==> src/design/periodic_timer_bank_defines.svh <==
// ----------------------------------------------------------------------------
// periodic timer bank assertion macros
// shared assertion wrappers, compiled out for synthesis
// ----------------------------------------------------------------------------
`ifndef PERIODIC_TIMER_BANK_DEFINES_SVH
`define PERIODIC_TIMER_BANK_DEFINES_SVH

`ifndef SYNTHESIS

// property checked on every clock edge outside reset
`define PTB_ASSERT(lbl, prop, msg) \
  lbl: assert property (@(posedge clk_i) disable iff (!rst_ni) (prop)) else $error(msg);

// condition that must never hold outside reset
`define PTB_ASSERT_NEVER(lbl, cond, msg) \
  lbl: assert property (@(posedge clk_i) disable iff (!rst_ni) !(cond)) else $error(msg);

`else

`define PTB_ASSERT(lbl, prop, msg)
`define PTB_ASSERT_NEVER(lbl, cond, msg)

`endif

`endif

==> src/design/ptb_pkg.sv <==
// ----------------------------------------------------------------------------
// ptb_pkg
// types and constants shared by the periodic timer bank modules
// ----------------------------------------------------------------------------
package ptb_pkg;

  localparam int NUM_TIMERS_DEF = 8;
  localparam int INTERVAL_W     = 16;
  localparam int STATUS_W       = 2;
  localparam int IDX_OUT_W      = 3;
  localparam int USED_W         = 4;
  localparam int MAX_FIRES      = 8;
  localparam int FIRE_CNT_W     = 4;

  typedef enum logic [1:0] {
    ACT_ADD     = 2'd0,
    ACT_TICK    = 2'd1,
    ACT_SERVICE = 2'd2
  } action_e;

  typedef enum logic [STATUS_W-1:0] {
    ST_OK   = 2'd0,
    ST_FULL = 2'd1,
    ST_NONE = 2'd2
  } status_e;

  typedef enum logic [1:0] {
    S_IDLE,
    S_SCAN,
    S_FLUSH
  } state_e;

  // controls broadcast from the sequencer to every cell
  typedef struct packed {
    logic                  add;
    logic                  tick;
    logic                  shift;
    logic [INTERVAL_W-1:0] interval;
    logic                  has_handler;
  } cell_ctl_t;

endpackage

==> src/design/ptb_cell.sv <==
// ----------------------------------------------------------------------------
// ptb_cell
// one timer slot: reload value, down count, pending mark and handler flag;
// passes the fill marker and the service token on to its neighbor
// ----------------------------------------------------------------------------
module ptb_cell (
  input  logic               clk_i,
  input  logic               rst_ni,
  input  ptb_pkg::cell_ctl_t ctl_i,
  input  logic               prev_used_i,
  output logic               used_o,
  input  logic               token_i,
  output logic               token_o,
  output logic               fire_o
);
  import ptb_pkg::*;

  logic                  used_q, used_d;
  logic                  token_q, token_d;
  logic                  pend_q, pend_d;
  logic                  hdl_q, hdl_d;
  logic [INTERVAL_W-1:0] reload_q, reload_d;
  logic [INTERVAL_W-1:0] count_q, count_d;
  logic                  take;

  assign take = ctl_i.add && !used_q && prev_used_i;

  always_comb begin
    used_d   = used_q;
    token_d  = token_q;
    pend_d   = pend_q;
    hdl_d    = hdl_q;
    reload_d = reload_q;
    count_d  = count_q;
    if (take) begin
      used_d   = 1'b1;
      pend_d   = 1'b0;
      hdl_d    = ctl_i.has_handler;
      reload_d = ctl_i.interval;
      count_d  = ctl_i.interval;
    end
    if (ctl_i.tick && used_q) begin
      if (count_q != '0) begin
        count_d = count_q - INTERVAL_W'(1);
      end else begin
        count_d = reload_q;
        pend_d  = 1'b1;
      end
    end
    if (ctl_i.shift) begin
      token_d = token_i;
      if (token_q) begin
        pend_d = 1'b0;
      end
    end
  end

  always_ff @(posedge clk_i or negedge rst_ni) begin
    if (!rst_ni) begin
      used_q  <= 1'b0;
      token_q <= 1'b0;
      pend_q  <= 1'b0;
    end else begin
      used_q  <= used_d;
      token_q <= token_d;
      pend_q  <= pend_d;
    end
  end

  always_ff @(posedge clk_i) begin
    hdl_q    <= hdl_d;
    reload_q <= reload_d;
    count_q  <= count_d;
  end

  assign used_o  = used_q;
  assign token_o = token_q;
  assign fire_o  = token_q && used_q && pend_q && hdl_q;

endmodule

==> src/design/periodic_timer_bank.sv <==
// ----------------------------------------------------------------------------
// periodic_timer_bank
// bank of periodic down-counting timers built as a chain of slot cells
// ----------------------------------------------------------------------------
// An add or tick transaction gives one result; all slots update their counts
// in parallel on a tick. A service transaction passes a token down the cell
// chain one slot per cycle, pausing while a firing waits on a busy output
// register; each firing slot gives one result, up to MAX_FIRES, and the last
// result (status none if no slot fired) follows once the token leaves the
// final cell. New transactions are taken only while no service walk is open
// and the output register is free or being emptied.
module periodic_timer_bank #(
  parameter int NUM_TIMERS = ptb_pkg::NUM_TIMERS_DEF
) (
  input  logic                           clk_i,
  input  logic                           rst_ni,
  input  logic                           in_valid_i,
  output logic                           in_stall_o,
  input  logic [1:0]                     action_i,
  input  logic [ptb_pkg::INTERVAL_W-1:0] interval_i,
  input  logic                           has_handler_i,
  output logic                           out_valid_o,
  input  logic                           out_stall_i,
  output logic [ptb_pkg::STATUS_W-1:0]   status_o,
  output logic [ptb_pkg::IDX_OUT_W-1:0]  timer_index_o,
  output logic                           fired_o,
  output logic [ptb_pkg::USED_W-1:0]     timers_used_o,
  output logic                           last_o
);
  import ptb_pkg::*;

`include "periodic_timer_bank_defines.svh"

  localparam int IDX_W = (NUM_TIMERS > 1) ? $clog2(NUM_TIMERS) : 1;
  localparam int CNT_W = $clog2(NUM_TIMERS + 1);

  state_e                 state_q, state_d;
  logic [IDX_W-1:0]       scan_idx_q, scan_idx_d;
  logic [FIRE_CNT_W-1:0]  fire_cnt_q, fire_cnt_d;
  logic                   held_v_q, held_v_d;
  logic [IDX_W-1:0]       held_idx_q, held_idx_d;
  logic [CNT_W-1:0]       slots_q, slots_d;

  logic                   out_valid_q, out_valid_d;
  status_e                status_q, status_d;
  logic [IDX_OUT_W-1:0]   idx_q, idx_d;
  logic                   fired_q, fired_d;
  logic [USED_W-1:0]      used_q, used_d;
  logic                   last_q, last_d;

  cell_ctl_t              ctl;
  logic                   tok_start;
  logic                   out_free;
  logic                   accept;
  logic                   full;
  logic                   fire_any;
  logic                   fire_eff;
  logic                   adv;
  logic [31:0]            slots_ext;
  logic [31:0]            slots_inc_ext;
  logic [31:0]            held_ext;

  logic [NUM_TIMERS:0]    used_chain;
  logic [NUM_TIMERS:0]    token_chain;
  logic [NUM_TIMERS-1:0]  fire_vec;

  assign used_chain[0]  = 1'b1;
  assign token_chain[0] = tok_start;

  for (genvar g = 0; g < NUM_TIMERS; g++) begin : g_cell
    ptb_cell u_cell (
      .clk_i       (clk_i),
      .rst_ni      (rst_ni),
      .ctl_i       (ctl),
      .prev_used_i (used_chain[g]),
      .used_o      (used_chain[g+1]),
      .token_i     (token_chain[g]),
      .token_o     (token_chain[g+1]),
      .fire_o      (fire_vec[g])
    );
  end

  assign out_free      = !out_valid_q || !out_stall_i;
  assign in_stall_o    = !((state_q == S_IDLE) && out_free);
  assign accept        = in_valid_i && !in_stall_o;
  assign full          = (slots_q == CNT_W'(NUM_TIMERS));
  assign fire_any      = |fire_vec;
  assign fire_eff      = fire_any && (fire_cnt_q < FIRE_CNT_W'(MAX_FIRES));
  assign slots_ext     = 32'(slots_q);
  assign slots_inc_ext = 32'(slots_q) + 32'd1;
  assign held_ext      = 32'(held_idx_q);

  always_comb begin
    state_d         = state_q;
    scan_idx_d      = scan_idx_q;
    fire_cnt_d      = fire_cnt_q;
    held_v_d        = held_v_q;
    held_idx_d      = held_idx_q;
    slots_d         = slots_q;
    out_valid_d     = out_valid_q && out_stall_i;
    status_d        = status_q;
    idx_d           = idx_q;
    fired_d         = fired_q;
    used_d          = used_q;
    last_d          = last_q;
    ctl.add         = 1'b0;
    ctl.tick        = 1'b0;
    ctl.shift       = 1'b0;
    ctl.interval    = interval_i;
    ctl.has_handler = has_handler_i;
    tok_start       = 1'b0;
    adv             = 1'b0;

    unique case (state_q)
      S_IDLE: begin
        if (accept) begin
          unique case (action_i)
            ACT_ADD: begin
              out_valid_d = 1'b1;
              fired_d     = 1'b0;
              last_d      = 1'b1;
              if (full) begin
                status_d = ST_FULL;
                idx_d    = '0;
                used_d   = slots_ext[USED_W-1:0];
              end else begin
                ctl.add  = 1'b1;
                slots_d  = slots_q + CNT_W'(1);
                status_d = ST_OK;
                idx_d    = slots_ext[IDX_OUT_W-1:0];
                used_d   = slots_inc_ext[USED_W-1:0];
              end
            end
            ACT_TICK: begin
              ctl.tick    = 1'b1;
              out_valid_d = 1'b1;
              status_d    = ST_OK;
              idx_d       = '0;
              fired_d     = 1'b0;
              used_d      = slots_ext[USED_W-1:0];
              last_d      = 1'b1;
            end
            ACT_SERVICE: begin
              ctl.shift  = 1'b1;
              tok_start  = 1'b1;
              state_d    = S_SCAN;
              scan_idx_d = '0;
              fire_cnt_d = '0;
              held_v_d   = 1'b0;
            end
            default: begin
            end
          endcase
        end
      end
      S_SCAN: begin
        adv       = !(fire_eff && held_v_q && !out_free);
        ctl.shift = adv;
        if (fire_eff && adv) begin
          if (held_v_q) begin
            out_valid_d = 1'b1;
            status_d    = ST_OK;
            idx_d       = held_ext[IDX_OUT_W-1:0];
            fired_d     = 1'b1;
            used_d      = slots_ext[USED_W-1:0];
            last_d      = 1'b0;
          end
          held_v_d   = 1'b1;
          held_idx_d = scan_idx_q;
          fire_cnt_d = fire_cnt_q + FIRE_CNT_W'(1);
        end
        if (adv) begin
          if (scan_idx_q == IDX_W'(NUM_TIMERS - 1)) begin
            state_d = S_FLUSH;
          end else begin
            scan_idx_d = scan_idx_q + IDX_W'(1);
          end
        end
      end
      S_FLUSH: begin
        if (out_free) begin
          out_valid_d = 1'b1;
          used_d      = slots_ext[USED_W-1:0];
          last_d      = 1'b1;
          if (held_v_q) begin
            status_d = ST_OK;
            idx_d    = held_ext[IDX_OUT_W-1:0];
            fired_d  = 1'b1;
          end else begin
            status_d = ST_NONE;
            idx_d    = '0;
            fired_d  = 1'b0;
          end
          held_v_d = 1'b0;
          state_d  = S_IDLE;
        end
      end
      default: begin
        state_d = S_IDLE;
      end
    endcase
  end

  always_ff @(posedge clk_i or negedge rst_ni) begin
    if (!rst_ni) begin
      state_q     <= S_IDLE;
      scan_idx_q  <= '0;
      fire_cnt_q  <= '0;
      held_v_q    <= 1'b0;
      slots_q     <= '0;
      out_valid_q <= 1'b0;
    end else begin
      state_q     <= state_d;
      scan_idx_q  <= scan_idx_d;
      fire_cnt_q  <= fire_cnt_d;
      held_v_q    <= held_v_d;
      slots_q     <= slots_d;
      out_valid_q <= out_valid_d;
    end
  end

  always_ff @(posedge clk_i) begin
    held_idx_q <= held_idx_d;
    status_q   <= status_d;
    idx_q      <= idx_d;
    fired_q    <= fired_d;
    used_q     <= used_d;
    last_q     <= last_d;
  end

  assign out_valid_o   = out_valid_q;
  assign status_o      = status_q;
  assign timer_index_o = idx_q;
  assign fired_o       = fired_q;
  assign timers_used_o = used_q;
  assign last_o        = last_q;

  // transactions only enter while no service walk is open
  `PTB_ASSERT(a_accept_idle, accept |-> state_q == S_IDLE, "transaction accepted mid service")
  // a held firing only exists during a service walk
  `PTB_ASSERT_NEVER(a_held_idle, held_v_q && state_q == S_IDLE, "held firing left over")
  // at most one cell holds the service token
  `PTB_ASSERT(a_token_onehot, $onehot0(token_chain[NUM_TIMERS:1]), "service token duplicated")
  // the slot count never passes the bank size
  `PTB_ASSERT(a_slots_range, slots_q <= CNT_W'(NUM_TIMERS), "slot count overflow")

endmodule
==> config.mk <==
export PLATFORM = sky130hd
export DESIGN_NAME = periodic_timer_bank
export DESIGN_NICKNAME = d
export VERILOG_FILES = /design/src/design/ptb_pkg.sv /design/src/design/ptb_cell.sv /design/src/design/periodic_timer_bank.sv
export VERILOG_INCLUDE_DIRS = /design/src /design/src/design
export SDC_FILE = /design/constraint.sdc
export NUM_CORES = 1
export LEC_CHECK = 0
export BUFFER_PORTS_ARGS = -buffer_cell sky130_fd_sc_hd__clkbuf_2
export CORE_UTILIZATION = 45
export DETAILED_ROUTE_END_ITERATION = 7
export PLACE_DENSITY_LB_ADDON = 0.15
export SLEW_MARGIN = 10
export SYNTH_ARGS = -nofsm -noshare
export SYNTH_HDL_FRONTEND = slang
export SYNTH_SLANG_ARGS = --single-unit
==> constraint.sdc <==
create_clock -name clk_i -period 4.71 [get_ports clk_i]
set_input_delay 0.942 -clock clk_i [delete_from_list [all_inputs] [get_ports clk_i]]
set_output_delay 0.942 -clock clk_i [all_outputs]
set_load 0.01 [all_outputs]
After elaboration in Yosys (flattened, before gate mapping). Cells that the tools add are included.

$lt $le $gt $ge: 1. Reductions and logical operators: 98. Add/subtract/negate cells: 12. Bitwise logic cells: 1. Equal/unequal tests: 16. Mux-type cells: 135.

Operators with widths (number): $mux W16 (24); $reduce_bool A16 Y1 (8); $sub A16 B1 Y16 const B (8); $mux W1 (67); $logic_and A1 B1 Y1 (54); $mux W3 (11); $mux W4 (8); $mux W2 (11); $reduce_bool A2 Y1 (9); $ne A2 B2 Y1 const B (8); $pmux W4 S2 (2); $reduce_and A5 Y1 (3); $logic_not A1 Y1 (13); $add A4 B1 Y4 const B (3); $pmux W1 S3 (4); $pmux W2 S3 (2); $pmux W3 S2 (2); $pmux W4 S3 (1); $reduce_and A6 Y1 (2); $pmux W3 S3 (1); $reduce_and A4 Y1 (2); $reduce_or A8 Y1 (1); $eq A2 B1 Y1 const B (2); $eq A2 B2 Y1 const B (2); other kinds (14) (15).

Output and inout port bits: 13. Input bits: 23. Register bits after elaboration: 317.

Logic depth before layout (Yosys ltp). Gate-level depths: netlist of run 1.

Depth after elaboration: 13. Gate-level depth with buffers: 10. Depth with buffers taken out: 8.

By module. Synthesis of run 1 repeated with hierarchy kept, for this count alone.

Cells, all modules: 1496. Area, all modules: 17240.3 um^2.

Modules (own cells, without submodules): ptb_cell at g_cell[0].u_cell ... (sequential area each 1066.0 um^2, cells an instance 168, instances 7, area each 1950.6 um^2); ptb_cell at g_cell[7].u_cell (sequential area each 1066.0 um^2, cells an instance 168, instances 1, area each 1901.8 um^2); periodic_timer_bank (sequential area each 795.8 um^2, cells an instance 152, instances 1, area each 1684.1 um^2).

Least setup slack after synthesis of run 1. Ideal clock, no wire load.

Kind: input port to flip-flop. From: input port out_stall_i. To: register g_cell[0].u_cell.count_q[0] (enable). Library setup time: 334 ps. Cell stages on the path: 5. Data required time: 4376 ps. Data arrival time: 3092 ps. Setup slack: 1284 ps. Cells stage by stage: a21boi_0 -> inv_1 -> nor4_1 -> nor2b_1 -> or2_2.

Word-level cells in the longest chain between the ends: 8. Elaborated cells on any way between the ends: 9. Classes of those cells: 2 x mux; 7 x reduce/logical.

RTL lines: start: declaration (RTL line periodic_timer_bank.sv:23) `input logic out_stall_i,`; $logic_not A1 Y1 (RTL line periodic_timer_bank.sv:83) `assign out_free = !out_valid_q || !out_stall_i;`; $logic_or A1 B1 Y1 (RTL line periodic_timer_bank.sv:83); $logic_and A1 B1 Y1 (RTL line periodic_timer_bank.sv:84) `assign in_stall_o = !((state_q == S_IDLE) && out_free);`; $logic_and A1 B1 Y1 (RTL line periodic_timer_bank.sv:85) `assign accept = in_valid_i && !in_stall_o;`; $mux W3 (RTL line periodic_timer_bank.sv:116) `if (accept) begin`; $mux W2 (RTL line periodic_timer_bank.sv:114) `unique case (state_q)`; $logic_and A1 B1 Y1 (RTL line ptb_cell.sv:26) `assign take = ctl_i.add && !used_q && prev_used_i;`; named net g_cell[0].u_cell.take (RTL line ptb_cell.sv:24) `logic take;`; $reduce_bool A2 Y1 (no line); end signal: assignment (RTL line ptb_cell.sv:73) `count_q <= count_d;`; end: declaration (RTL line ptb_cell.sv:23) `logic [INTERVAL_W-1:0] count_q, count_d;`.

The timed path passes the listed nets, and every way through them passes these cells. A chain may end at the register's enable or synchronous reset.

Final worst setup path of run 1.
From: register state_q[1]. To: register g_cell[1].u_cell.count_q[13] (enable).

Word-level cells in the longest chain between the ends: 8. Elaborated cells on any way between the ends: 9. Classes of those cells: 2 x mux; 7 x reduce/logical.

RTL lines: start: declaration (RTL line periodic_timer_bank.sv:37) `state_e state_q, state_d;`; start signal: assignment (RTL line periodic_timer_bank.sv:213) `state_q <= state_d;`; $logic_not A2 Y1 * (RTL line periodic_timer_bank.sv:84, periodic_timer_bank.sv:114); $logic_and A1 B1 Y1 (RTL line periodic_timer_bank.sv:84); $logic_and A1 B1 Y1 (RTL line periodic_timer_bank.sv:85); $mux W3 (RTL line periodic_timer_bank.sv:116); $mux W2 * (RTL line periodic_timer_bank.sv:114); $logic_and A1 B1 Y1 (2 in a row) (RTL line ptb_cell.sv:26); $reduce_bool A2 Y1 (no line) *; end signal: assignment (RTL line ptb_cell.sv:73); end: declaration (RTL line ptb_cell.sv:23).

Every way passes the cells marked *; elsewhere a longest branch is shown, timed or not.

==> Flow_metrics.wiki, run 1 <==
{| class="wikitable"
! Metric !! Value
|-
| RSZ-0062 raised after global routing || no
|-
| Arrival time reported for the critical path endpoint || 3.31 ns
|-
| Critical-path maximum fanout || 34
|-
| Worst reg2reg startpoint || state_q[1]
|-
| Maximum ir drop on the vdd rail || 0.339 mV
|-
| First-pass GRT wire length || 56500 um
|-
| Max capacitance violation total || 0
|-
| Post-route minimum period || 3.18 ns
|-
| H-tree levels || 2
|-
| HP Class || flop to flop
|-
| Cell with the biggest individual delay on the critical path || sky130_fd_sc_hd__and3_1
|-
| Cts hold-fix bufs || 0
|-
| Share of post-route cells with drive strength above 1 || under 10%
|-
| PortBufs || 35
|-
| Sequential area share after synthesis || about three fifths
|-
| Prevailing post-synth register cell || sky130_fd_sc_hd__edfxtp_1
|-
| Final estimated routing congestion in global placement || 0.854
|-
| Sequential cell area in the final layout || 9320 sq um
|-
| Slew Limit Fails || 0
|-
| Clock sinks || 317
|-
| Family of cells with the greatest summed delay on the critical path || simple AND/OR/NAND/NOR gates
|-
| Sum of buffers and inverters on the critical path || 2
|-
| Via density per instance || 5.68
|-
| Ant. Diodes || 0
|-
| Area of combinational cells with multiple inputs || 5910 sq um
|-
| Static Leakage || 6.35 nW
|-
| Post-Syn Nets || 1439
|-
| Worst hold slack || 0.476 ns
|-
| Synthesis-stage register bit count || around 320
|-
| CTS tree || built
|-
| Setup Viol. Count Final || 0
|-
| Site row count || roughly 70
|-
| Reg clk slew, reported paths || roughly 0.060 ns
|-
| Global-route met3 utilization || 2.67%
|-
| DP Wirelength || 22600 um
|-
| Transition time at the pin with the least slew margin || approximately 1.1 ns
|-
| Boundary Pins || 36
|-
| Routed len/inst || 18.9 um
|-
| Sequence of cells on the critical path || inv_1, ha_1, a21boi_0, and3_1, nand2_1, buf_4, nand2_1
|-
| Die Footprint || 35700 sq um
|-
| Avg Synthesized Cell Area || between 10 and 15 sq um
|-
| GRT busiest layer || met2
|-
| Maximum clock insertion buffer count || 3
|-
| Synthesized instance count || 1389
|-
| Final hold viol count || 0
|-
| Clk_skew || 0.00921 ns
|-
| Data required, critical path || 4.84 ns
|-
| Vias after detailed routing || approximately 11k
|-
| Number of buffers added by the clock tree synthesis step || 36
|-
| Number of global-route vias before repair || 10.2k
|-
| Max frequency || between 300 and 400 MHz
|-
| Most common library cell in the layout ignoring fill and taps || sky130_fd_sc_hd__edfxtp_1
|-
| Setup TNS Final || 0 ns
|-
| Synth unique cells || 69
|-
| Finished Cell Area || 17300 sq um
|-
| Overall Power || a little over 7 mW
|-
| Critical path's most frequent cell || sky130_fd_sc_hd__nand2_1
|-
| Number of synthesized flops with an enable pin || approximately 280
|-
| Remaining routing DRC violations || 0
|-
| Layout net count || approximately 1.4k
|-
| Startpoint of the worst setup timing path || state_q[1]
|-
| Die Y || between 150 and 200 um
|-
| Cell area power density || 419 nW/um^2
|-
| Share of Yosys cell area claimed by the top area cell type || 53.1%
|-
| Buffers inserted during post-CTS setup optimization || 0
|-
| CTS resizes || 0
|-
| Dominant cell type by area after synthesis || sky130_fd_sc_hd__edfxtp_1
|-
| Peak per-stage delay on the critical path || 0.66 ns
|-
| Worst hold path startpoint || g_cell[7].u_cell.token_o
|-
| Largest net degree at the start of global routing || 40
|-
| Post-Place Cell Area || around 16000 sq um
|-
| Starting Density || 45.7%
|-
| Number of routed nets with antenna violations || 0
|-
| Worst-Skew Late Latency || roughly 0.5 ns
|-
| Synthesis-to-finish area growth || 10.0%
|-
| Endpoint type of the worst setup path || flop
|-
| Met1 track demand over resource in global routing || around 28%
|-
| Overall fraction of global-route tracks in use || 20.3%
|-
| Total congestion overflow after global routing || 0
|-
| Number of antenna violations at the first check in global routing || 0
|-
| Number of DRC markers in iteration 0 || slightly below 800
|-
| Crit Path Class || flop to flop
|-
| Total wire length after detailed routing || about 36000 um
|-
| Synth Cell Area || 15700 sq um
|-
| CTS Root Buffer Type || sky130_fd_sc_hd__clkbuf_16
|-
| Proportion of register bits with asynchronous set or reset after synthesis || around an eighth
|-
| DRT Pass-1 Iters || 7
|-
| Fill count || around 3.1k
|-
| Routing usage on met2 || roughly a third
|-
| Crit share post-route || 67.6%
|-
| Number of warnings issued by yosys || 0
|-
| Worst Slack Setup Final || between 1.5 and 2 ns
|-
| Worst-case headroom to the max-slew limit || 24.6%
|-
| Nature of the critical path startpoint || flop
|-
| Run status || complete, no violations
|-
| Die Width || 189 um
|-
| Placement-stage worst setup slack || about 1.3 ns
|-
| Commonest cells after routing, fill and taps aside || sky130_fd_sc_hd__edfxtp_1, sky130_fd_sc_hd__nand2_1, sky130_fd_sc_hd__o21ai_0
|-
| Core Area || 34500 sq um
|-
| Top post-synthesis cells by area || sky130_fd_sc_hd__edfxtp_1, sky130_fd_sc_hd__dfrtp_1, sky130_fd_sc_hd__o21ai_0, sky130_fd_sc_hd__nand2_1, sky130_fd_sc_hd__xnor2_1
|}
power breakdown:
group	switching, mW	internal (mW)
Combinational	0.628	0.389
Sequential	0.236	3.39
Clock	1.05	1.55
flip-flops by register name (all words and copies together), names as in the netlist:
| register | flops |
|---|---|
| held_idx_q | 3 |
| scan_idx_q | 3 |
| fired_o | 1 |
| timers_used_o | 4 |
| state_q | 2 |
| out_valid_o | 1 |
| g_cell.u_cell.token_o | 8 |
| g_cell.u_cell.count_q | 128 |
| last_o | 1 |
| fire_cnt_q | 4 |
| g_cell.u_cell.reload_q | 128 |
| timer_index_o | 3 |
| slots_q | 4 |
| status_o | 2 |
| g_cell.u_cell.pend_q | 8 |
| g_cell.u_cell.hdl_q | 8 |
| held_v_q | 1 |
| g_cell.u_cell.used_o | 8 |
layout make-up:
type / count / share of cell area, %
well taps: 455 / 3.29
clock inverters: 13 / 0.506
multi-input cells: 961 / 34.1
clock buffers: 49 / 5.85
inverters: 35 / 0.759
flip-flops and latches: 317 / 53.9
repair buffers: 48 / 1.58
metrics by stage:
step,utilization (%),cells
4_1_cts,50.2,1878
3_3_place_gp,47.0,1816
3_5_place_dp,47.0,1816
2_1_floorplan,-,1389
5_1_grt,50.2,1878
6_report,50.2,1878
cells in the mapped netlist, drive strengths merged (9+ instances only):
cell type / count
nor2: 64
inv: 35
edfxtp: 278
o21ai: 193
and3: 11
o211ai: 10
o21a: 13
nor3: 56
nand3: 24
or4: 23
nand4: 24
nor4: 27
dfrtp: 39
o31ai: 19
ha: 27
nand3b: 15
a21o: 10
clkbuf: 45
xnor2: 48
buf: 31
and2: 14
nand2: 181
o31a: 9
mux2i: 41
a21oi: 26
xor2: 25
cells by family after synthesis:
kind of cell,Yosys count,share of synthesized area (%)
mux,49,3.18
fa+ha+maj,27,2.15
simple gates,481,15.4
compound gates,331,12.7
xor+xnor,73,4.06
buf+inv,111,3.26
flops,317,59.3
metal layers:
layer,vias up,share of wire [%]
li1,5208,-
met1,5158,48
met2,258,46
met3,46,4.3
met4,0,1.5
met5,-,0
final timing paths:
| path | end | slack [ns] | cells past startpoint |
|---|---|---|---|
| setup / recovery | g_cell[1].u_cell.count_q[13] | 1.53 | 7 |
| hold / removal | g_cell[7].u_cell.pend_q | 0.48 | 1 |
| setup reg to reg | g_cell[1].u_cell.count_q[13] | 1.53 | 7 |
| hold reg to reg | g_cell[7].u_cell.pend_q | 0.48 | 1 |
| max in group asynchronous | g_cell[4].u_cell.used_o | 3.41 | 1 |
| min in group asynchronous | state_q[0] | 0.64 | 1 |
worst reg2reg max path: stages, from the launching register on:
cell and delay [ns]:
sky130_fd_sc_hd__dfrtp_1 0.42, sky130_fd_sc_hd__inv_1 0.12, sky130_fd_sc_hd__ha_1 0.30, sky130_fd_sc_hd__a21boi_0 0.38, sky130_fd_sc_hd__and3_1 0.66, sky130_fd_sc_hd__nand2_1 0.11
sky130_fd_sc_hd__buf_4 0.25, sky130_fd_sc_hd__nand2_1 0.57
Note: power is estimated with default switching activity, not from simulation.
==> run 2: changes to the inputs <==
==> constraint.sdc (replaced) <==
create_clock -name clk_i -period 2.6 [get_ports clk_i]
set_input_delay 0.52 -clock clk_i [delete_from_list [all_inputs] [get_ports clk_i]]
set_output_delay 0.52 -clock clk_i [all_outputs]
set_load 0.01 [all_outputs]
==> run 2 against run 1 <==
  * Register-to-register slack worse by 1.4 ns
  * Final area is 4.3% higher
  * Utilization up 2.2 points
  * Global-route usage grew 0.74 points
  * Total power up 86%
  * First-iteration DRC count rose by 10%
  * Combinational power is 97% higher
  * Via count is 2.4% higher
  * Clock-buffer cell count did not move
  * Die area unchanged
  * Maximum frequency grew 28%
  * Critical endpoint is now g_cell[4].u_cell.count_q[2]
  * Largest cell class unchanged
==> Flow_metrics.wiki, run 2 (synthesis results as in run 1) <==
{| class="wikitable"
! Metric !! Value
|-
| Die Y || 189 um (unchanged)
|-
| Core Area || 34500 sq um (unchanged)
|-
| Setup Viol. Count Final || 0 (unchanged)
|-
| Transition time at the pin with the least slew margin || 0.683 ns (-0.443 ns)
|-
| Number of DRC markers in iteration 0 || 856 (+10%)
|-
| Sequence of cells on the critical path || or4_4, or4_4, or2_1, buf_4, mux2i_1, o21ai_0
|-
| Cell area power density || 748 nW/um^2 (+79%)
|-
| Arrival time reported for the critical path endpoint || 2.74 ns (-0.57 ns)
|-
| Number of antenna violations at the first check in global routing || 0 (unchanged)
|-
| Nature of the critical path startpoint || flop
|-
| Total wire length after detailed routing || 37100 um (+4.5%)
|-
| CTS tree || built
|-
| Startpoint of the worst setup timing path || g_cell[4].u_cell.count_q[10]
|-
| Most common library cell in the layout ignoring fill and taps || sky130_fd_sc_hd__edfxtp_1
|-
| Crit share post-route || 95.6% (+28 points)
|-
| Max frequency || 402 MHz (+28%)
|-
| Static Leakage || 6.65 nW (+4.8%)
|-
| Run status || complete, no violations
|-
| Clk_skew || 0.0134 ns (+0.00421 ns)
|-
| Remaining routing DRC violations || 0 (unchanged)
|-
| Critical-path maximum fanout || 8 (-76%)
|-
| Maximum clock insertion buffer count || 3 (unchanged)
|-
| Synthesis-to-finish area growth || 14.7%
|-
| Overall Power || 13.5 mW (+86%)
|-
| Routed len/inst || 19.1 um (+0.73%)
|-
| Number of global-route vias before repair || 10.4k (+2.4%)
|-
| Commonest cells after routing, fill and taps aside || sky130_fd_sc_hd__edfxtp_1, sky130_fd_sc_hd__o21ai_0, sky130_fd_sc_hd__nand2_1
|-
| Peak per-stage delay on the critical path || 0.56 ns (-0.10 ns)
|-
| R2r setup slk || 0.11 ns (-1.41 ns)
|-
| Die Footprint || 35700 sq um (unchanged)
|-
| Die Width || 189 um (unchanged)
|-
| Maximum ir drop on the vdd rail || 0.615 mV (+81%)
|-
| Final estimated routing congestion in global placement || 0.839 (-1.8%)
|-
| RSZ-0062 raised after global routing || yes
|-
| CTS Root Buffer Type || sky130_fd_sc_hd__clkbuf_16
|-
| Final hold viol count || 0 (unchanged)
|-
| Fill count || 2981 (-3.0%)
|-
| Starting Density || 45.7% (unchanged)
|-
| Worst-Skew Late Latency || 0.51 ns (about the same)
|-
| Clock sinks || 317 (unchanged)
|-
| Depth of the worst register-to-register path || 6 (-1)
|-
| Crit Path Class || flop to flop
|-
| Layout net count || 1516 (+4.6%)
|-
| First-pass GRT wire length || 58500 um (+3.5%)
|-
| Worst reg2reg startpoint || g_cell[4].u_cell.count_q[10]
|-
| Data required, critical path || 2.85 ns (-1.99 ns)
|-
| Endpoint type of the worst setup path || flop
|-
| Share of post-route cells with drive strength above 1 || 14.7% (+5.7 points)
|-
| PortBufs || 35 (unchanged)
|-
| Overall fraction of global-route tracks in use || 21.0% (+0.74 points)
|-
| Worst hold slack || 0.0762 ns (-0.400 ns)
|-
| Number of buffers added by the clock tree synthesis step || 36 (unchanged)
|-
| Max capacitance violation total || 0 (unchanged)
|-
| Via density per instance || 5.61 (-1.3%)
|-
| Largest net degree at the start of global routing || 40 (unchanged)
|-
| Post-route minimum period || 2.49 ns (-0.695 ns)
|-
| Post-Place Cell Area || 16800 sq um (+3.7%)
|-
| DP Wirelength || 23300 um (+3.1%)
|-
| Slew Limit Fails || 0 (unchanged)
|-
| Finished Cell Area || 18000 sq um (+4.3%)
|-
| Site row count || 68 (unchanged)
|-
| H-tree levels || 2 (unchanged)
|-
| Reg clk slew, reported paths || 0.06 ns (about the same)
|-
| Number of routed nets with antenna violations || 0 (unchanged)
|-
| Cell with the biggest individual delay on the critical path || sky130_fd_sc_hd__or4_4
|-
| Critical path's most frequent cell || sky130_fd_sc_hd__or4_4
|-
| Top flop regs || g_cell.u_cell.count_q (128), g_cell.u_cell.reload_q (128)
|-
| Boundary Pins || 36 (unchanged)
|-
| Reg2Reg Capture Point || g_cell[4].u_cell.count_q[2]
|-
| Cts hold-fix bufs || 0 (unchanged)
|-
| DRT Pass-1 Iters || 7 (unchanged)
|-
| Worst-case headroom to the max-slew limit || 54.5% (+30 points)
|-
| Vias after detailed routing || 10.9k (+2.4%)
|-
| Total congestion overflow after global routing || 0 (unchanged)
|-
| HP Class || primary input to asynchronous set/reset pin
|-
| Final core utilization || 52.4% (+2.2 points)
|}
## run 2: through the flow
stage | setup TNS, ns | setup WS, ns | instances
after detailed placement | 0 | 0.0907 | 1879
after floorplan | 0 | 0.0219 | 1389
after global placement | 0 | 0.147 | 1879
final | 0 | 0.114 | 1948
after global routing | -0.190 | -0.0133 | 1947
after CTS | 0 | 0.0809 | 1943
## run 2: critical path: cells and delay by family, from the launching register on
kind,cells,cell delay (ns)
flops,1,0.43
simple gates,3,1.38
compound gates,1,0.08
mux,1,0.13
buf+inv,1,0.20
## run 2: cell type report
type                    instances  area [sq um]  share of cell area (%)
flip-flops and latches        317          9320                    51.7
multi-input cells             961          5950                    33.0
clock buffers                  49          1020                    5.66
repair buffers                115           888                    4.92
well taps                     455           569                    3.15
inverters                      35           158                   0.873
clock inverters                15           133                   0.735
diodes                          1          2.50                  0.0139
## run 2: power by group
| part | leakage, nW | switching, mW | internal, mW |
|---|---|---|---|
| Clock | 0.562 | 1.98 | 2.96 |
| Combinational | 3.07 | 1.18 | 0.827 |
| Sequential | 3.02 | 0.418 | 6.14 |
## run 2: how the worst max path moves through the flow
stage | slack (ns) | endpoint | cells past startpoint
2_1_floorplan | 0.02 | g_cell[0].u_cell.count_q[0] | 7
4_1_cts | 0.08 | g_cell[2].u_cell.count_q[1] | 5
5_1_grt | -0.01 | g_cell[2].u_cell.count_q[3] | 8
6_report | 0.11 | g_cell[4].u_cell.count_q[2] | 6
3_3_place_gp | 0.15 | g_cell[4].u_cell.count_q[12] | 6
3_5_place_dp | 0.09 | g_cell[2].u_cell.count_q[9] | 5
## run 2: what timing repair did
action | in CTS | in global routing
endpoints found under the setup margin | 0 | 106
resized for setup | 0 | 5
setup buffers | 0 | 4
## run 2: metal layers
layer | vias to the layer above | global-route usage [%] | part of all wire, % | wire length (um)
li1 | 5349 | - | - | -
met1 | 5295 | 29.5 | 48 | 17700
met2 | 225 | 34.0 | 46 | 17100
met3 | 59 | 2.85 | 4.0 | 1470
met4 | 0 | 6.30 | 2.5 | 931
met5 | - | 0 | 0 | 0
